## src/edf_pkg.sv

```systemverilog
// ----------------------------------------------------------------------------
// edf_pkg
// Types, constants and helper functions for the EDF resource grant scheduler.
// ----------------------------------------------------------------------------
`default_nettype none

package edf_pkg;

  localparam int NUM_TYPES_MAX = 4;
  localparam int NUM_TYPES_DEF = 4;
  localparam int NUM_PROCS     = 8;
  localparam int MAX_INSTANCES = 8;
  localparam int DUE_BITS      = 16;

  localparam int SLOT_W = $clog2(NUM_PROCS);
  localparam int CNT_W  = 4;
  localparam int CFG_IDX_W = $clog2(NUM_TYPES_MAX);

  typedef logic [SLOT_W-1:0]        slot_t;
  typedef logic [DUE_BITS-1:0]      due_t;
  typedef logic [CNT_W-1:0]         cnt_t;
  typedef logic [MAX_INSTANCES-1:0] map_t;

  typedef cnt_t [NUM_TYPES_MAX-1:0] cnt_vec_t;
  typedef map_t [NUM_TYPES_MAX-1:0] map_vec_t;

  typedef enum logic [CFG_IDX_W-1:0] {
    REG_INST_TYPE0 = 2'd0,
    REG_INST_TYPE1 = 2'd1,
    REG_INST_TYPE2 = 2'd2,
    REG_INST_TYPE3 = 2'd3
  } cfg_reg_t;

  localparam cnt_vec_t RESET_COUNTS = {4'd0, 4'd3, 4'd3, 4'd3};

  typedef struct packed {
    slot_t proc_slot;
    logic  has_request;
    due_t  due_time;
    cnt_t  want_type0;
    cnt_t  want_type1;
    cnt_t  want_type2;
    cnt_t  want_type3;
    logic  round_end;
  } in_item_t;

  typedef struct packed {
    logic  granted;
    slot_t winner;
    map_t  grant_mask0;
    map_t  grant_mask1;
    map_t  grant_mask2;
    map_t  grant_mask3;
  } out_item_t;

  // current winner of the round, including the slot in flight
  typedef struct packed {
    logic     found;
    slot_t    slot;
    cnt_vec_t wants;
  } win_t;

  function automatic map_t full_map(input cnt_t count);
    cnt_t sat;
    map_t m;
    sat = (count > cnt_t'(MAX_INSTANCES)) ? cnt_t'(MAX_INSTANCES) : count;
    for (int i = 0; i < MAX_INSTANCES; i++) begin
      m[i] = (i < int'(sat));
    end
    return m;
  endfunction

  function automatic cnt_t pop_count(input map_t m);
    cnt_t c;
    c = '0;
    for (int i = 0; i < MAX_INSTANCES; i++) begin
      c = c + cnt_t'(m[i]);
    end
    return c;
  endfunction

endpackage

`default_nettype wire

```

## src/edf_free_map.sv

```systemverilog
// ----------------------------------------------------------------------------
// edf_free_map
// Free instance maps per resource type: reload on register write, clear
// granted instances at round end, and provide free counts.
// ----------------------------------------------------------------------------
`default_nettype none

module edf_free_map #(
  parameter int NUM_TYPES = edf_pkg::NUM_TYPES_DEF
) (
  input  wire logic                             clk,
  input  wire logic                             rst_n,
  input  wire logic                             cfg_we,
  input  wire logic [edf_pkg::CFG_IDX_W-1:0]    cfg_index,
  input  wire edf_pkg::cnt_t                    cfg_wdata,
  input  wire logic                             grant_en,
  input  wire edf_pkg::map_vec_t                grant_mask,
  output edf_pkg::map_vec_t                     free_map,
  output edf_pkg::cnt_vec_t                     free_cnt
);
  import edf_pkg::*;

  logic [NUM_TYPES_MAX-1:0] cfg_hit;

  always_comb begin
    cfg_hit = '0;
    if (cfg_we) begin
      unique case (cfg_index)
        REG_INST_TYPE0: cfg_hit[0] = 1'b1;
        REG_INST_TYPE1: cfg_hit[1] = 1'b1;
        REG_INST_TYPE2: cfg_hit[2] = 1'b1;
        REG_INST_TYPE3: cfg_hit[3] = 1'b1;
      endcase
    end
  end

  for (genvar k = 0; k < NUM_TYPES_MAX; k++) begin : g_type
    if (k < NUM_TYPES) begin : g_used
      map_t free_r;

      always_ff @(posedge clk) begin
        if (!rst_n) begin
          free_r <= full_map(RESET_COUNTS[k]);
        end else if (cfg_hit[k]) begin
          free_r <= full_map(cfg_wdata);
        end else if (grant_en) begin
          free_r <= free_r & ~grant_mask[k];
        end
      end

      assign free_map[k] = free_r;
    end else begin : g_unused
      assign free_map[k] = '0;
    end
    assign free_cnt[k] = pop_count(free_map[k]);
  end

endmodule

`default_nettype wire

```

## src/edf_best_track.sv

```systemverilog
// ----------------------------------------------------------------------------
// edf_best_track
// Qualify each slot against the free counts and keep the qualifying slot
// with the earliest deadline for the current round.
// ----------------------------------------------------------------------------
`default_nettype none

module edf_best_track #(
  parameter int NUM_TYPES = edf_pkg::NUM_TYPES_DEF
) (
  input  wire logic                clk,
  input  wire logic                rst_n,
  input  wire logic                step,
  input  wire edf_pkg::in_item_t   item,
  input  wire edf_pkg::cnt_vec_t   free_cnt,
  output edf_pkg::win_t            win
);
  import edf_pkg::*;

  due_t     best_due_r;
  slot_t    best_slot_r;
  cnt_vec_t best_wants_r;
  logic     found_r;

  cnt_vec_t wants_in;
  logic     fits;
  logic     take;

  assign wants_in = {item.want_type3, item.want_type2, item.want_type1, item.want_type0};

  always_comb begin
    fits = item.has_request;
    for (int k = 0; k < NUM_TYPES; k++) begin
      if (wants_in[k] > free_cnt[k]) begin
        fits = 1'b0;
      end
    end
  end

  assign take = fits && (!found_r || (item.due_time < best_due_r));

  assign win.found = found_r || take;
  assign win.slot  = take ? item.proc_slot : best_slot_r;
  assign win.wants = take ? wants_in : best_wants_r;

  always_ff @(posedge clk) begin
    if (!rst_n) begin
      best_due_r   <= '1;
      best_slot_r  <= '0;
      best_wants_r <= '0;
      found_r      <= 1'b0;
    end else if (step) begin
      if (item.round_end) begin
        best_due_r   <= '1;
        best_slot_r  <= '0;
        best_wants_r <= '0;
        found_r      <= 1'b0;
      end else if (take) begin
        best_due_r   <= item.due_time;
        best_slot_r  <= item.proc_slot;
        best_wants_r <= wants_in;
        found_r      <= 1'b1;
      end
    end
  end

endmodule

`default_nettype wire

```

## src/edf_grant_pick.sv

```systemverilog
// ----------------------------------------------------------------------------
// edf_grant_pick
// Pick the lowest-numbered free instances of each type for the round winner
// and build the result transaction.
// ----------------------------------------------------------------------------
`default_nettype none

module edf_grant_pick #(
  parameter int NUM_TYPES = edf_pkg::NUM_TYPES_DEF
) (
  input  wire edf_pkg::win_t       win,
  input  wire edf_pkg::map_vec_t   free_map,
  output edf_pkg::map_vec_t        grant_mask,
  output edf_pkg::out_item_t       result
);
  import edf_pkg::*;

  always_comb begin
    cnt_t seen;
    grant_mask = '0;
    for (int k = 0; k < NUM_TYPES; k++) begin
      seen = '0;
      for (int i = 0; i < MAX_INSTANCES; i++) begin
        if (free_map[k][i] && (seen < win.wants[k]) && win.found) begin
          grant_mask[k][i] = 1'b1;
        end
        seen = seen + cnt_t'(free_map[k][i]);
      end
    end
  end

  assign result.granted     = win.found;
  assign result.winner      = win.found ? win.slot : '0;
  assign result.grant_mask0 = grant_mask[0];
  assign result.grant_mask1 = grant_mask[1];
  assign result.grant_mask2 = grant_mask[2];
  assign result.grant_mask3 = grant_mask[3];

endmodule

`default_nettype wire

```

## src/edf_resource_grant_scheduler.sv

```systemverilog
// Flow: a round-end transaction is accepted into the input register, and its result is
// loaded into the result register when it leaves the input register, which raises out_valid.
// Throughput: one slot per cycle; the single pass from the input register to the
// result register sets it, and only a round-end slot waits on a held result.
// Reset: synchronous; free maps reload to 3, 3, 3 and 0 instances, the running
// best clears and both registers go empty.
// ----------------------------------------------------------------------------
// edf_resource_grant_scheduler
// Earliest-deadline-first resource grant scheduler: input register, slot
// qualification and best tracking, grant pick, result register.
// ----------------------------------------------------------------------------
`default_nettype none

module edf_resource_grant_scheduler #(
  parameter int NUM_TYPES = edf_pkg::NUM_TYPES_DEF
) (
  input  wire logic                          clk,
  input  wire logic                          rst_n,
  input  wire logic                          in_valid,
  output logic                               in_stall,
  input  wire edf_pkg::in_item_t             in_data,
  output logic                               out_valid,
  input  wire logic                          out_stall,
  output edf_pkg::out_item_t                 out_data,
  input  wire logic                          cfg_we,
  input  wire logic [edf_pkg::CFG_IDX_W-1:0] cfg_index,
  input  wire edf_pkg::cnt_t                 cfg_wdata
);
  import edf_pkg::*;

  logic      stage_valid_r;
  in_item_t  stage_item_r;
  logic      out_valid_r;
  out_item_t out_item_r;

  logic      step;
  logic      in_fire;
  logic      out_open;
  map_vec_t  free_map;
  cnt_vec_t  free_cnt;
  map_vec_t  grant_mask;
  win_t      win;
  out_item_t result;

  assign out_open = !out_valid_r || !out_stall;
  assign step     = stage_valid_r && (!stage_item_r.round_end || out_open);
  assign in_stall = stage_valid_r && !step;
  assign in_fire  = in_valid && !in_stall;

  edf_free_map #(.NUM_TYPES(NUM_TYPES)) u_free_map (
    .clk        (clk),
    .rst_n      (rst_n),
    .cfg_we     (cfg_we),
    .cfg_index  (cfg_index),
    .cfg_wdata  (cfg_wdata),
    .grant_en   (step && stage_item_r.round_end),
    .grant_mask (grant_mask),
    .free_map   (free_map),
    .free_cnt   (free_cnt)
  );

  edf_best_track #(.NUM_TYPES(NUM_TYPES)) u_best_track (
    .clk      (clk),
    .rst_n    (rst_n),
    .step     (step),
    .item     (stage_item_r),
    .free_cnt (free_cnt),
    .win      (win)
  );

  edf_grant_pick #(.NUM_TYPES(NUM_TYPES)) u_grant_pick (
    .win        (win),
    .free_map   (free_map),
    .grant_mask (grant_mask),
    .result     (result)
  );

  always_ff @(posedge clk) begin
    if (!rst_n) begin
      stage_valid_r <= 1'b0;
    end else if (in_fire) begin
      stage_valid_r <= 1'b1;
    end else if (step) begin
      stage_valid_r <= 1'b0;
    end
  end

  always_ff @(posedge clk) begin
    if (in_fire) begin
      stage_item_r <= in_data;
    end
  end

  always_ff @(posedge clk) begin
    if (!rst_n) begin
      out_valid_r <= 1'b0;
    end else if (step && stage_item_r.round_end) begin
      out_valid_r <= 1'b1;
    end else if (!out_stall) begin
      out_valid_r <= 1'b0;
    end
  end

  always_ff @(posedge clk) begin
    if (step && stage_item_r.round_end) begin
      out_item_r <= result;
    end
  end

  assign out_valid = out_valid_r;
  assign out_data  = out_item_r;

endmodule

`default_nettype wire
```

## config.mk

```make
export PLATFORM = sky130hd
export DESIGN_NAME = edf_resource_grant_scheduler
export DESIGN_NICKNAME = d
export VERILOG_FILES = /design/src/edf_pkg.sv /design/src/edf_free_map.sv /design/src/edf_best_track.sv /design/src/edf_grant_pick.sv /design/src/edf_resource_grant_scheduler.sv
export SDC_FILE = /design/constraint.sdc
export NUM_CORES = 1
export LEC_CHECK = 0
export BUFFER_PORTS_ARGS = -buffer_cell sky130_fd_sc_hd__buf_2
export CORE_MARGIN = 2
export CORE_UTILIZATION = 52
export CTS_CLUSTER_DIAMETER = 30
export DETAILED_ROUTE_END_ITERATION = 10
export GPL_TIMING_DRIVEN = 1
export PLACE_DENSITY = 0.81
export SLEW_MARGIN = 15
export SYNTH_ARGS = -nofsm -noshare
export SYNTH_HDL_FRONTEND = slang
export SYNTH_HIERARCHICAL = 1
export SYNTH_SLANG_ARGS = --single-unit
```

## constraint.sdc

```tcl
create_clock -name clk -period 6.6 [get_ports clk]
set_input_delay 0.66 -clock clk [delete_from_list [all_inputs] [get_ports clk]]
set_output_delay 0.66 -clock clk [all_outputs]
set_load 0.02 [all_outputs]
```

==> results.yml <==
job:
  drv_cap: 0
pwr:
  combPwrFrac: 0.183
  netSwitchingPower_uw: 694
  clockPowerShare: 0.408
  leakagePower_nw: 4.98
  power.density_nw_per_um2: 215
  seqPwrFrac: 0.409
  swShare: 0.287
  p_int_mw: 1.72
  ir_worst_vdd_mv: 0.187
logic_synthesis:
  syn_avg_cell_area_sq_um: 10.1
  ys_ff_latch: 143
  synth_edf_count: 73
  synth-simple-area-share: 0.135
  netlist_instances: 1011
  yosysWarningCount: 6
  seq_area_frac_synth: 0.352
  synth-xor-area-share: 0.0388
  muxShareOfSynthArea: 0.0242
  synth_top_family_by_area: "adder cells"
  synth_compound_area_frac: 0.148
  syn_area_sq_um: 10200
  synthArstFlopShare: 0
  yosysUniqueCellTypes: 74
  synthAdderAreaFrac: 0.216
  ys.flop_type: "edfxtp_1"
  synth_nets: 1218
finish:
  syn_to_final_growth_pct: 10.1
  drive_above_1_share: 0.164
  layout_common_cells: "ha_1 (139), inv_1 (116), buf_2 (85)"
  n_antenna_cell: 0
  final_common_cell: "ha_1"
  fin_nets: 1264
route:
  ant_nets: 0
  firstDrtPassIters: 5
  dr.first_iter.drc_count: 545
  viasPerCell: 5.68
  via_count: 7580
  post-route-drc-count: 0
  wl_um: 22100
  wl_per_cell_um: 16.5
clocking:
  cts_root_buf: "clkbuf_16"
  clock_sinks: 143
  cts_tree: "yes"
  cts_buffers: 17
  ctsHtreeMaxLevel: 4
  clkLatencyLatePin_ns: 0.43
  clockBufferDepth: 2
  cts.clk_slew.worst_paths_ns: 0.07
sta:
  whs_ns: 0.401
  tightest_slew_ns: 1.04
  finalHoldViolCount: 0
  fin_crit_sh: 0.957
  clock.fmax_mhz: 158
  relSlewSlack: 0.307
  finalCriticalPeriod_ns: 6.32
  rsz0062_at_grt: "false"
  fin_setup_tns_ns: 0
  fin_skew_ns: 0.0113
  maxSlewViolCount: 0
  finalSetupViolations: 0
global_route:
  grt-ovfl-total: 0
  grt_first_pass_wirelength_um: 35900
  grt_max_degree: 86
  grtUsageTotal: 0.221
  grt_pass1_vias: 7301
  antenna_found_initial: 0
critical_path:
  critPathRequiredTime_ns: 6.86
  cp-start-kind: "register"
  crit_path_end_kind: "register"
  cp.arrival_ns: 6.58
  path_class: "reg -> reg"
  crit_fanout: 14
place:
  dp_hpwl_um: 15600
  gp_congestion: 0.880
  portBuffers: 85
min_path:
  hp-class: "in -> reg"
die:
  num_io_pins: 86
  placementRows: 51
  die-area_sq_um: 20800
  core_sq_um: 19400
  fp.dieH_um: 144
  die_w_um: 144
  start_util: 0.527
run_status:
  outcome: "complete, no violations"
worst max-delay path, stage by stage, from the launching register on:
cell	delay, ns
dfxtp_1	0.45
inv_1	0.10
fa_1	0.56
fa_1	0.43
fa_1	0.49
inv_1	0.04
ha_1	0.19
inv_1	0.07
fa_1	0.41
inv_1	0.06
inv_1	0.04
ha_1	0.31
nor2b_1	0.15
o2111ai_2	0.17
nand3_2	0.11
a2111o_1	0.45
nor2_4	0.13
buf_4	0.22
mux2_1	0.40
inv_1	0.24
ha_1	0.27
a21boi_0	0.12
o21ai_0	0.20
and4b_1	0.24
nand2_1	0.05
nand4_1	0.12
o21ai_0	0.13
cells in the mapped netlist, types with 7 or more instances:
| library cell | instances | area (sq um) |
|---|---|---|
| a21boi_0 | 30 | 225 |
| a21oi_1 | 39 | 195 |
| a32o_1 | 17 | 170 |
| a32oi_1 | 17 | 149 |
| and2_1 | 7 | 43.8 |
| and3_1 | 23 | 144 |
| and4b_1 | 16 | 160 |
| buf_2 | 7 | 35.0 |
| buf_4 | 36 | 270 |
| clkbuf_1 | 18 | 67.6 |
| dfxtp_1 | 70 | 1400 |
| edfxtp_1 | 73 | 2190 |
| fa_1 | 20 | 400 |
| ha_1 | 139 | 1740 |
| inv_1 | 120 | 450 |
| mux2_1 | 10 | 113 |
| nand2_1 | 75 | 282 |
| nand2b_1 | 10 | 62.6 |
| nand3_1 | 23 | 115 |
| nand4_1 | 9 | 56.3 |
| nor2_1 | 30 | 113 |
| nor2b_1 | 19 | 119 |
| o211ai_1 | 11 | 82.6 |
| o21ai_0 | 48 | 240 |
| o21ai_1 | 8 | 40.0 |
| xnor2_1 | 24 | 210 |
| xor2_1 | 12 | 105 |
repair_timing:
| action | 4_1_cts | 5_1_grt |
|---|---|---|
| setup buffers | 0 | 1 |
| hold buffers | 0 | 0 |
| endpoints found under the setup margin | 0 | 17 |
| gates resized for setup | 0 | 4 |
routing by layer:
| layer | vias to the layer above | global-route usage | share of wire |
|---|---|---|---|
| li1 | 3677 | - | - |
| met1 | 3611 | 0.294 | 0.46 |
| met2 | 241 | 0.357 | 0.46 |
| met3 | 51 | 0.0427 | 0.054 |
| met4 | 0 | 0.0874 | 0.026 |
| met5 | - | 0 | 0 |
cell families after synthesis:
kind of cell | after synthesis
AND/OR/NAND/NOR | 244
AO/OA/AOI/OAI | 209
buffers and inverters | 188
adder cells (fa/ha/maj) | 166
flip-flops | 143
XOR/XNOR | 41
multiplexers | 20
power by group through the flow:
| stage | registers [mW] | logic (mW) | clock network (mW) |
|---|---|---|---|
| 3_5_place_dp | 1.01 | 0.430 | 0 |
| 2_1_floorplan | 1.01 | 0.312 | 0 |
| 5_1_grt | 0.994 | 0.504 | 1.04 |
| 3_3_place_gp | 1.01 | 0.409 | 0 |
| 4_1_cts | 0.989 | 0.440 | 0.999 |
| 6_report | 0.989 | 0.442 | 0.986 |
final timing paths:
path / to / slack, ns / from / depth (start not counted)
max: u_free_map/g_type[1].g_used.free_r[4] / 0.28 / u_free_map/g_type[1].g_used.free_r[0] / 26
min: stage_item_r[2] / 0.40 / in_data[2] / 1
max reg2reg: u_free_map/g_type[1].g_used.free_r[4] / 0.28 / u_free_map/g_type[1].g_used.free_r[0] / 26
min reg2reg: u_best_track/best_due_r[1] / 0.49 / u_best_track/best_due_r[1] / 2
cell type report:
cell class | instances | area, sq um
Fill cell | 1621 | 8150
Multi-Input combinational cell | 680 | 5770
Sequential cell | 143 | 3590
Clock buffer | 22 | 528
Timing Repair Buffer | 92 | 478
Inverter | 123 | 469
Tap cell | 265 | 332
Clock inverter | 10 | 83.8
registers in the layout (all words and copies together), names as in the netlist:
register,count
u_free_map/g_type.g_used.free_r,32
out_valid,1
u_best_track/best_due_r,16
u_best_track/best_wants_r,16
u_best_track/found_r,1
u_best_track/best_slot_r,3
stage_valid_r,1
out_data,36
stage_item_r,37
metrics by stage:
step / util / cells / setup WS (ns) / power, mW / cell area (sq um)
floorplan: - / 1011 / 0.749 / 1.32 / 10200
global placement: 0.548 / 1302 / 0.408 / 1.42 / 10600
detailed placement: 0.548 / 1302 / 0.289 / 1.44 / 10600
CTS: 0.579 / 1334 / 0.236 / 2.43 / 11200
global route: 0.580 / 1335 / 0.0301 / 2.54 / 11200
finish: 0.580 / 1335 / 0.282 / 2.42 / 11200
No activity file was read; power rests on OpenSTA's default activity.
